`config.mk`:
```
export PLATFORM = sky130hd
export DESIGN_NAME = servo_status_frame_receiver
export DESIGN_NICKNAME = d
export VERILOG_FILES = /design/src/rtl/ssfr_pkg.sv /design/src/rtl/servo_status_frame_receiver.sv
export SDC_FILE = /design/constraint.sdc
export NUM_CORES = 1
export LEC_CHECK = 0
export BUFFER_PORTS_ARGS = -buffer_cell sky130_fd_sc_hd__buf_2
export CORE_ASPECT_RATIO = 1.4
export CORE_MARGIN = 3
export CORE_UTILIZATION = 40
export CTS_CLUSTER_DIAMETER = 50
export DETAILED_ROUTE_END_ITERATION = 8
export PLACE_DENSITY_LB_ADDON = 0.25
export SETUP_SLACK_MARGIN = 0.5
export SYNTH_ARGS = -nofsm -noshare
export SYNTH_HDL_FRONTEND = slang
export SYNTH_SLANG_ARGS = --single-unit
```
`constraint.sdc`:
```
create_clock -name clock -period 10.6 [get_ports clock]
set_input_delay 0.53 -clock clock [delete_from_list [all_inputs] [get_ports clock]]
set_output_delay 0.53 -clock clock [all_outputs]
set_load 0.1 [all_outputs]
```
`src/rtl/ssfr_pkg.sv`:
```
// ----------------------------------------------------------------------------
// ssfr_pkg
// Shared types, constants and the byte-wide CRC-16 update for the servo
// status-frame receiver.
// ----------------------------------------------------------------------------
package ssfr_pkg;

   // Default buffer limit for a whole frame, in bytes
   localparam int MAX_FRAME_BYTES_DEF = 64;

   // Header bytes
   localparam logic [7:0] HDR_SYNC   = 8'hFF;
   localparam logic [7:0] HDR_MARK   = 8'hFD;
   localparam logic [7:0] HDR_RSVD   = 8'h00;

   // Frame layout
   localparam int         HDR_BYTES      = 4;   // FF FF FD 00
   localparam int         FRAME_OVERHEAD = 7;   // total = length + 7
   localparam int         MIN_LENGTH     = 3;
   localparam int         REJECT_POS     = 9;   // tenth byte of the frame
   localparam int         ID_POS         = 4;
   localparam int         LEN_LO_POS     = 5;
   localparam int         LEN_HI_POS     = 6;
   localparam int         NUM_SERVOS     = 16;

   localparam logic [15:0] CRC_POLY = 16'h8005;

   typedef enum logic [1:0] {
      EV_NONE       = 2'd0,
      EV_ACCEPTED   = 2'd1,
      EV_CRC_ERROR  = 2'd2,
      EV_LEN_REJECT = 2'd3
   } event_type;

   // One byte into a non-reflected CRC-16, MSB first
   function automatic logic [15:0] crc_feed(input logic [15:0] crc_i, input logic [7:0] b);
      logic [15:0] c;
      c = crc_i ^ {b, 8'h00};
      for (int k = 0; k < 8; k++) begin
         if (c[15]) begin
            c = {c[14:0], 1'b0} ^ CRC_POLY;
         end else begin
            c = {c[14:0], 1'b0};
         end
      end
      return c;
   endfunction

   // CRC after the four header bytes
   localparam logic [15:0] HEADER_CRC =
      crc_feed(crc_feed(crc_feed(crc_feed(16'h0000, HDR_SYNC), HDR_SYNC), HDR_MARK), HDR_RSVD);

endpackage

```
`src/rtl/servo_status_frame_receiver.sv`:
```
// ----------------------------------------------------------------------------
// servo_status_frame_receiver
// Status-frame receiver for a half-duplex servo bus: header hunt, CRC check
// and a presence mask of the servos that have replied.
// ----------------------------------------------------------------------------
// Takes one received byte per beat and returns exactly one result beat per
// byte. The receiver hunts the header FF FF FD 00, then latches the ID and the
// little-endian 16-bit length; the whole frame is length + 7 bytes. A CRC-16
// (poly 0x8005, MSB first, init 0) covers every byte except the last two, which
// carry the received CRC low byte first. On the last byte the result reports
// accepted (1), CRC mismatch (2) or, on the tenth byte of a frame whose length
// is under 3 or that would exceed MAX_FRAME_BYTES, length rejected (3). A good
// frame from ID 1..16 sets bit ID-1 of presence_mask, flagging a first sighting
// if that bit was clear. Payload bytes are counted and fed to the CRC only, not stored.
// Rate: one byte per clock while the output is not stalled; each result is
// registered as its byte is accepted. The longest path is the eight-step
// byte-wide CRC update feeding the frame-state registers. A single output
// register parts the sides: a new byte is taken whenever it is empty or being drained.
// ----------------------------------------------------------------------------
module servo_status_frame_receiver #(
   parameter int MAX_FRAME_BYTES = ssfr_pkg::MAX_FRAME_BYTES_DEF
) (
   input  logic        clock,
   input  logic        reset,
   // byte input
   input  logic        req_valid,
   output logic        req_stall,
   input  logic [7:0]  req_rx_byte,
   // result output
   output logic        rsp_valid,
   input  logic        rsp_stall,
   output logic [1:0]  rsp_event_res,
   output logic [7:0]  rsp_frame_sender,
   output logic        rsp_sender_in_range,
   output logic        rsp_first_sighting,
   output logic [15:0] rsp_presence_mask
);

   // Position counter only needs to reach MAX_FRAME_BYTES - 1
   localparam int POS_W = $clog2(MAX_FRAME_BYTES);
   localparam int TOT_W = 17;   // 16-bit length plus overhead

   // ---- frame state ----
   logic [POS_W-1:0] pos_ff,      pos_in;
   logic [15:0]      len_ff,      len_in;
   logic [7:0]       sender_ff,   sender_in;
   logic [15:0]      crc_ff,      crc_in;
   logic [7:0]       crc_lo_ff,   crc_lo_in;
   logic [15:0]      seen_ff,     seen_in;

   // ---- result register ----
   logic             rsp_valid_ff;
   ssfr_pkg::event_type ev_ff, ev_in;
   logic [7:0]       out_sender_ff, out_sender_in;
   logic             in_range_ff,   in_range_in;
   logic             first_ff,      first_in;

   logic             req_fire;
   logic [7:0]       b;
   logic [7:0]       hdr_expect;
   logic [15:0]      crc_next;
   logic [TOT_W-1:0] total;
   logic [TOT_W-1:0] pos_wide;
   logic             len_bad;
   logic [3:0]       id_m1;
   logic [15:0]      id_bit;
   logic [15:0]      rx_crc;

   // Hold the input only while a finished result is stuck downstream
   assign req_stall = rsp_valid_ff && rsp_stall;
   assign req_fire  = req_valid && !req_stall;
   assign b         = req_rx_byte;

   assign crc_next  = ssfr_pkg::crc_feed(crc_ff, b);
   assign total     = TOT_W'(len_ff) + TOT_W'(ssfr_pkg::FRAME_OVERHEAD);
   assign pos_wide  = TOT_W'(pos_ff);
   assign len_bad   = (len_ff < 16'(ssfr_pkg::MIN_LENGTH)) ||
                      (total > TOT_W'(MAX_FRAME_BYTES));
   // ID 16 wraps to bit 15; only used once the ID is known to be in range
   assign id_m1     = sender_ff[3:0] - 4'd1;
   assign id_bit    = 16'd1 << id_m1;
   assign rx_crc    = {b, crc_lo_ff};

   // Expected header byte at the current hunt position
   always_comb begin
      unique case (pos_ff[1:0])
         2'd0:    hdr_expect = ssfr_pkg::HDR_SYNC;
         2'd1:    hdr_expect = ssfr_pkg::HDR_SYNC;
         2'd2:    hdr_expect = ssfr_pkg::HDR_MARK;
         default: hdr_expect = ssfr_pkg::HDR_RSVD;
      endcase
   end

   // Per-byte frame decode
   always_comb begin
      pos_in        = pos_ff;
      len_in        = len_ff;
      sender_in     = sender_ff;
      crc_in        = crc_ff;
      crc_lo_in     = crc_lo_ff;
      seen_in       = seen_ff;
      ev_in         = ssfr_pkg::EV_NONE;
      out_sender_in = 8'd0;
      in_range_in   = 1'b0;
      first_in      = 1'b0;

      if (pos_ff < POS_W'(ssfr_pkg::HDR_BYTES)) begin
         // header hunt; mismatch resyncs as though the window slid by one
         if (b == hdr_expect) begin
            pos_in = pos_ff + POS_W'(1);
            if (pos_ff == POS_W'(ssfr_pkg::HDR_BYTES - 1)) begin
               crc_in = ssfr_pkg::HEADER_CRC;
            end
         end else if (pos_ff == POS_W'(2) && b == ssfr_pkg::HDR_SYNC) begin
            pos_in = POS_W'(2);
         end else if (pos_ff == POS_W'(3) && b == ssfr_pkg::HDR_SYNC) begin
            pos_in = POS_W'(1);
         end else begin
            pos_in = '0;
         end
      end else if (pos_ff <= POS_W'(ssfr_pkg::LEN_HI_POS)) begin
         // ID and length bytes
         if (pos_ff == POS_W'(ssfr_pkg::ID_POS)) begin
            sender_in = b;
         end else if (pos_ff == POS_W'(ssfr_pkg::LEN_LO_POS)) begin
            len_in = {len_ff[15:8], b};
         end else begin
            len_in = {b, len_ff[7:0]};
         end
         crc_in = crc_next;
         pos_in = pos_ff + POS_W'(1);
      end else if (len_bad) begin
         // bad length: swallow up to the tenth byte, then report
         if (pos_ff >= POS_W'(ssfr_pkg::REJECT_POS)) begin
            ev_in         = ssfr_pkg::EV_LEN_REJECT;
            out_sender_in = sender_ff;
            pos_in        = '0;
            len_in        = '0;
            sender_in     = '0;
            crc_in        = '0;
            crc_lo_in     = '0;
         end else begin
            pos_in = pos_ff + POS_W'(1);
         end
      end else if (pos_wide < total - TOT_W'(2)) begin
         crc_in = crc_next;
         pos_in = pos_ff + POS_W'(1);
      end else if (pos_wide == total - TOT_W'(2)) begin
         crc_lo_in = b;
         pos_in    = pos_ff + POS_W'(1);
      end else begin
         // last byte: CRC high, frame ends
         out_sender_in = sender_ff;
         if (rx_crc == crc_ff) begin
            ev_in = ssfr_pkg::EV_ACCEPTED;
            if (sender_ff >= 8'd1 && sender_ff <= 8'(ssfr_pkg::NUM_SERVOS)) begin
               in_range_in = 1'b1;
               if ((seen_ff & id_bit) == 16'd0) begin
                  first_in = 1'b1;
                  seen_in  = seen_ff | id_bit;
               end
            end
         end else begin
            ev_in = ssfr_pkg::EV_CRC_ERROR;
         end
         pos_in    = '0;
         len_in    = '0;
         sender_in = '0;
         crc_in    = '0;
         crc_lo_in = '0;
      end
   end

   // Frame state, advanced once per accepted beat
   always_ff @(posedge clock) begin
      if (reset) begin
         pos_ff    <= '0;
         len_ff    <= '0;
         sender_ff <= '0;
         crc_ff    <= '0;
         crc_lo_ff <= '0;
         seen_ff   <= '0;
      end else if (req_fire) begin
         pos_ff    <= pos_in;
         len_ff    <= len_in;
         sender_ff <= sender_in;
         crc_ff    <= crc_in;
         crc_lo_ff <= crc_lo_in;
         seen_ff   <= seen_in;
      end
   end

   // Result register
   always_ff @(posedge clock) begin
      if (reset) begin
         rsp_valid_ff <= 1'b0;
      end else begin
         rsp_valid_ff <= req_fire || (rsp_valid_ff && rsp_stall);
      end
   end

   always_ff @(posedge clock) begin
      if (req_fire) begin
         ev_ff         <= ev_in;
         out_sender_ff <= out_sender_in;
         in_range_ff   <= in_range_in;
         first_ff      <= first_in;
      end
   end

   assign rsp_valid           = rsp_valid_ff;
   assign rsp_event_res       = ev_ff;
   assign rsp_frame_sender    = out_sender_ff;
   assign rsp_sender_in_range = in_range_ff;
   assign rsp_first_sighting  = first_ff;
   // seen_ff only moves on an accepted beat, so it matches the held result
   assign rsp_presence_mask   = seen_ff;

   // ---- assertions ----

   // Presence bits are never cleared outside reset
   a_mask_sticky: assert property (@(posedge clock) disable iff (reset)
      !$past(reset) |-> ((seen_ff & $past(seen_ff)) == $past(seen_ff)))
      else $error("presence mask lost a bit");

   // While hunting the header the CRC accumulator stays cleared
   a_hunt_crc_clear: assert property (@(posedge clock) disable iff (reset)
      (pos_ff < POS_W'(ssfr_pkg::HDR_BYTES)) |-> (crc_ff == 16'd0))
      else $error("CRC not clear during header hunt");

   // A first sighting is only ever part of an accepted in-range frame
   a_first_valid: assert property (@(posedge clock) disable iff (reset)
      (rsp_valid && rsp_first_sighting) |->
         (rsp_sender_in_range && ev_ff == ssfr_pkg::EV_ACCEPTED))
      else $error("first sighting without an accepted in-range frame");

   // A new presence bit always comes with a first-sighting result
   a_mask_grows_flagged: assert property (@(posedge clock) disable iff (reset)
      (!$past(reset) && seen_ff != $past(seen_ff)) |-> (rsp_valid && rsp_first_sighting))
      else $error("presence mask changed without a first sighting");

endmodule

```
======== Word-level counts from Yosys, hierarchy flattened ========
Index checks and enable logic that the tools add are counted.
word-level totals
  flip-flop bits (word level) ............. 83
  input port bits ......................... 12
  output and inout bits ................... 30
operators by class
  add/subtract/negate cells ............... 4
  order comparisons ....................... 8
  equality and inequality tests ........... 23
  shift-type cells ........................ 1
  muxes and demuxes ....................... 51
  bitwise operators ....................... 18
  reductions and logical operators ........ 20
operators by type and width
  operator                 number
  $mux W16                 21
  $mux W8                  13
  $mux W6                  7
  $not A3 Y3               8
  $add A16 B3 Y17 const B  1
  $eq A6 B17 Y1            1
  $gt A17 B7 Y1 const B    1
  $lt A6 B17 Y1            1
  $sub A17 B2 Y17 const B  1
  $and A16 B16 Y16         1
  $eq A16 B16 Y1           1
  $logic_not A16 Y1        1
  $lt A16 B2 Y1 const B    1
  $or A16 B16 Y16          1
  $pmux W8 S2              1
  $shl A1 B4 Y16 const A   1
  $xor A16 B16 Y16         1
  $reduce_and A7 Y1        2
  $eq A6 B2 Y1 const B     2
  $eq A6 B3 Y1 const B     2
  $mux W2                  6
  $ne A2 B1 Y1 const B     5
  $reduce_and A5 Y1        2
  $reduce_and A9 Y1        1
  26 further kinds         43

======== Depth between registers and ports, before layout ========
  depth in word-level cells ............... 21
  mapped depth ............................ 17
  gate-level depth less buffers ........... 15

======== Least setup slack after synthesis ========
No wires, ideal clock.
  path type ............................... register to register
  from .................................... register len_ff[0]
  to ...................................... register len_ff[14]
  arrival time ............................ 3.429 ns
  required time ........................... 10.468 ns
  slack ................................... 7.039 ns
  stages on the path, launching flop included .. 18
  period minus slack after synthesis ...... 3.561 ns
  cells stage by stage .................... dfxtp_1 -> inv_1 -> ha_1 -> buf_2 -> xnor2_1 -> ha_1 -> buf_2 -> xnor2_1 -> xnor2_1 -> ha_1 -> nand2_1 -> o211ai_1 -> a21oi_1 -> nor4_4 -> a311oi_4 -> buf_6 -> o41ai_2 -> a21oi_1
on the way
  longest elaborated chain between the ends .. 5
  elaborated cells on any way between the ends .. 13
  those cells by class .................... add/sub: 2; order compare: 3; eq/ne: 4; mux: 2; reduce/logical: 2
RTL lines
  what                                                            line                                                                                                       RTL
  start, declared                                                 servo_status_frame_receiver.sv:45                                                                          logic [15:0] len_ff, len_in;
  start signal, assigned                                          servo_status_frame_receiver.sv:185                                                                         len_ff <= len_in;
  $add A16 B3 Y17                                                 servo_status_frame_receiver.sv:75                                                                          assign total = TOT_W'(len_ff) + TOT_W'(ssfr_pkg::FRAME_OVERHEAD);
  $sub A17 B2 Y17 / $gt A17 B7 Y1 (equally long branches)         servo_status_frame_receiver.sv:145, servo_status_frame_receiver.sv:148, servo_status_frame_receiver.sv:78
  $lt A6 B17 Y1 (tied with other cells)                           servo_status_frame_receiver.sv:145                                                                         end else if (pos_wide < total - TOT_W'(2)) begin
  $ne A3 B3 Y1 (no line) (tied with other cells)                  --
  $reduce_and A7 Y1 (no line) / $mux W16 (equally long branches)  --
Parallel ways exist; a longest one is shown, timed or not.
A chain may end at the register's enable or synchronous reset.

======== Worst setup path after layout ========
  from .................................... register len_ff[0]
  to ...................................... register ev_ff[0], in the netlist rsp_event_res[0], data pin
on the way
  longest elaborated chain between the ends .. 6
  elaborated cells on any way between the ends .. 10
  those cells by class .................... add/sub: 2; order compare: 3; eq/ne: 1; mux: 3; reduce/logical: 1
RTL lines
  what                                                                     line                                RTL
  parallel branches: the longest is 5 deep, another holds $add A16 B3 Y17  --
  $mux W2 (*)                                                              servo_status_frame_receiver.sv:132  end else if (len_bad) begin
  end signal, assigned                                                     servo_status_frame_receiver.sv:204  ev_ff <= ev_in;
  end, declared                                                            servo_status_frame_receiver.sv:53   ssfr_pkg::event_type ev_ff, ev_in;
Every way passes the cells marked *.

==> summary by stage <==
Outcome
The flow ran to the end, and the final reports show no timing, DRC or antenna violations.

STA
Setup repair after global routing left no endpoint under its margin. The number of pins exceeding their max-slew limit in the final report came to 0. The final count of negative-setup-slack endpoints is 0. The highest clock rate is 0.224 GHz. After layout, the worst path uses 42.2% of the clock period. The number of endpoints with negative hold slack in the final report is 0. Adding up every negative setup slack in the final design gives 0 ps. The worst-case clock skew is 8.66 ps. In this run the tightest slew margin relative to its limit is 27.1%. For the pin with the worst max-slew slack, the measured transition is 1090 ps.

The clock period could shrink to 4470 ps.

Route
The total wire length is 14.8 mm. The detailed router finished its first iteration with 301 violations. Summing over every cut layer, the via total after detailed routing is 4726. The number of vias per cell after detailed routing is 6.23.

In the final routed layout, each cell accounts on average for 19.6 um. In this run the remaining antenna-violating nets after routing total 0. The residual DRC count is 0.

The number of search-and-repair iterations in the first detailed-routing pass is 5.

Synthesis
Each instance of the synthesized netlist takes up on average 8.73 um^2. The most used flip-flop cell after synthesis is sky130_fd_sc_hd__dfxtp_1. The top-area cell type share of the netlist area is 27.4%. The most instantiated library cell after synthesis is sky130_fd_sc_hd__dfxtp_1. The post-synthesis register bit count is 83. The simple-gate portion of the synthesized area is 22.2%. After Yosys synthesis, XOR and XNOR cells account for 7.27% of the synthesized area. The number of enable flip-flop cells after synthesis is 12.

The cell area after synthesis is 5180 um^2. Sorting the synthesized cells by how often they occur yields sky130_fd_sc_hd__dfxtp_1, sky130_fd_sc_hd__nand2_1, sky130_fd_sc_hd__nor3_1. The synthesized design spends more area on one cell type than any other, namely sky130_fd_sc_hd__dfxtp_1.

Yosys printed 0 warnings. After Yosys synthesis, full adders, half adders and majority gates account for 3.62% of the synthesized area. Of the synthesized area, sequential elements account for 34.4%. For this run, asynchronously set or reset flops after synthesis account for 0%. Yosys attributes the largest share of cell area to sky130_fd_sc_hd__dfxtp_1, sky130_fd_sc_hd__edfxtp_1, sky130_fd_sc_hd__xnor2_1, sky130_fd_sc_hd__nand2_1, sky130_fd_sc_hd__ha_1. The cell count after synthesis is 594. Measured against the total synthesized area, the mux share comes to 1.18%. After synthesis, the largest family of logic cells by area is compound AO/OA/AOI/OAI gates. The synthesized netlist net count is 621. Yosys mapped the design onto 74 distinct sky130hd cell types. Summing the areas of all compound-gate instances in the mapped netlist gives 25.4% of the synthesized area.

Clocking
The insertion delay of the later-clocked pin in the worst-skew pair is 340 ps. The maximum buffer depth of the clock tree is 2. Post-CTS repair changed the size of 0 cells. The clock transition at the register clock pins on the worst setup and hold paths after CTS is 70 ps. The number of hold buffers added after CTS is 0.

TritonCTS created 9 clock buffers. The root buffer cell chosen for the clock tree is sky130_fd_sc_hd__clkbuf_16. TritonCTS built the clock tree. The clock sink count is 83. The depth of the CTS H-tree is 3. In this run the post-CTS setup repair buffer count came out at 0.

Place
At the end of routability-driven placement, the weighted congestion stood at 0.871. The detailed-placement wirelength estimate is 10.9 mm. During placement, the flow inserted port buffers numbering 41.

GRT
The first global-routing pass estimated 24.5 mm of wire. The pin count of the biggest net entering global routing is 33. The global-route congestion overflow total is 0. The initial antenna violation count is 0. Across every metal layer, demand over resource in global routing totals 21.4%.

The number of global-route vias before repair is 4723.

Setup path
For the worst setup path, the data required time is 10690 ps. The slowest stage of the critical path belongs to the cell sky130_fd_sc_hd__a31oi_1. The cell repeated most along the worst path is sky130_fd_sc_hd__ha_1.

The biggest cell delay along the critical path is 900 ps. The critical path is of the reg2reg type. In this run the worst path has a maximum fanout of 12. The startpoint type of the worst setup path is a flop. The arrival time at the worst endpoint is 4560 ps. The worst setup path is captured at a flop. Walking the worst path, the cells encountered are inv_1, ha_1, xnor2_1, ha_1, nor3_1, a31oi_1, xor2_1, ha_1, o21a_1, a21oi_1, nor4_4, a31oi_1, nor2_1, o21a_1.

Floorplanning
The initial core utilization is 41.5%. Measured along the x axis, the die boundary spans 102 um. The die boundary height is 141 um.

The floorplan step defined a die boundary enclosing 14400 um^2. 42 I/O pins were placed. The number of placement rows is 48. The total area inside the core boundary comes to 12500 um^2.

Final layout
The sequential standard cell area is 1780 um^2. Summing all multi-input logic gate instances after layout gives 3100 um^2. The area added between synthesis and finish is 9.63%.

The layout has 1237 filler cells. The share of layout cells above drive strength 1 is 14.3%. The net count of the finished layout is 630.

The number of antenna diodes in the final layout is 0.

Pwr
The design draws 0.694 mW. In this run the static leakage power is 2.03 nW. The maximum vdd drop is 0.0000785 V. The total power per unit cell area is 122 nW/um^2.

Min path
The path type of the worst min-delay path is in2reg.

Run
Max-cap violations in this run came to 0.
==> sequential cells by signal, summed over array words and instances (netlist names) <==
| name | count |
|---|---|
| rsp_valid | 1 |
| rsp_event_res | 2 |
| rsp_sender_in_range | 1 |
| len_ff | 16 |
| rsp_first_sighting | 1 |
| rsp_presence_mask | 16 |
| sender_ff | 8 |
| crc_lo_ff | 8 |
| rsp_frame_sender | 8 |
| crc_ff | 16 |
| pos_ff | 6 |
==> metrics by stage <==
| step | cell area [um^2] | cells | setup WS (ps) | util, % | hold WS [ps] |
|---|---|---|---|---|---|
| 6_report | 5680 | 758 | 6130 | 45.5 | 425 |
| 5_1_grt | 5680 | 758 | 5770 | 45.5 | 470 |
| 4_1_cts | 5680 | 758 | 6170 | 45.5 | 416 |
| 3_5_place_dp | 5390 | 742 | 6180 | 43.1 | 467 |
| 3_3_place_gp | 5390 | 742 | 6390 | 43.1 | 466 |
| 2_1_floorplan | 5180 | 594 | 7040 | - | 450 |
==> area by class of cell <==
class,count,area share (%)
timing repair buffer,43,3.87
inverter,26,1.72
clock inverter,6,1.12
tap,150,3.30
multi-input combinational,440,54.6
sequential,83,31.4
clock buffer,10,4.03
==> path summary, 6_finish.rpt <==
path	from	endpoint	slack [ps]	cells past startpoint
setup reg to reg	len_ff[0]	rsp_event_res[0]	6130	14
hold reg to reg	crc_ff[9]	crc_ff[9]	480	2
hold / removal	req_valid	rsp_valid	420	3
setup / recovery	len_ff[0]	rsp_event_res[0]	6130	14
==> cell families (layout without fill, tap and decap cells) <==
family                     Yosys count  in the layout
buffers and inverters               71             85
and+or+nand+nor                    205            205
muxes                                6              6
AOI/OAI and AO/OA                  171            171
xor gates and xnor gates            43             43
adders and majority gates           15             15
DFF                                 83             83
==> layer usage <==
| metal | part of all wire (%) | GRT usage (%) | up-vias |
|---|---|---|---|
| met4 | 4.8 | 11.1 | 0 |
| met5 | 0 | 0 | - |
| met3 | 3.6 | 2.62 | 42 |
| met1 | 40 | 25.0 | 2275 |
| met2 | 52 | 37.6 | 151 |
| li1 | - | - | 2258 |
==> critical path: cells and delay by family, from the launching register on <==
kind / cells / cell delay [ps]
compound gates: 5 / 1650
buf+inv: 1 / 130
xor+xnor: 2 / 530
flops: 1 / 480
simple gates: 3 / 440
fa+ha+maj: 3 / 980
==> power by group <==
group	switching (mW)	internal, mW	total (mW)
Clock	0.127	0.183	0.310
Combinational	0.0488	0.0129	0.0618
Sequential	0.00100	0.322	0.323
==> layout by cell type (no fill, tap or decap), drive strengths merged, types with 8 or more instances in the layout <==
master / n
dfxtp: 71
nand3: 15
nor4: 15
clkbuf: 10
o22ai: 8
o21ai: 34
buf: 43
a22o: 9
o2bb2ai: 13
nor2: 28
edfxtp: 12
xnor2: 27
nand2: 54
inv: 28
nor3: 33
o41ai: 18
a21oi: 26
xor2: 16
nand4: 16
ha: 15
o211ai: 14
No activity file was read; power rests on OpenSTA's default activity.
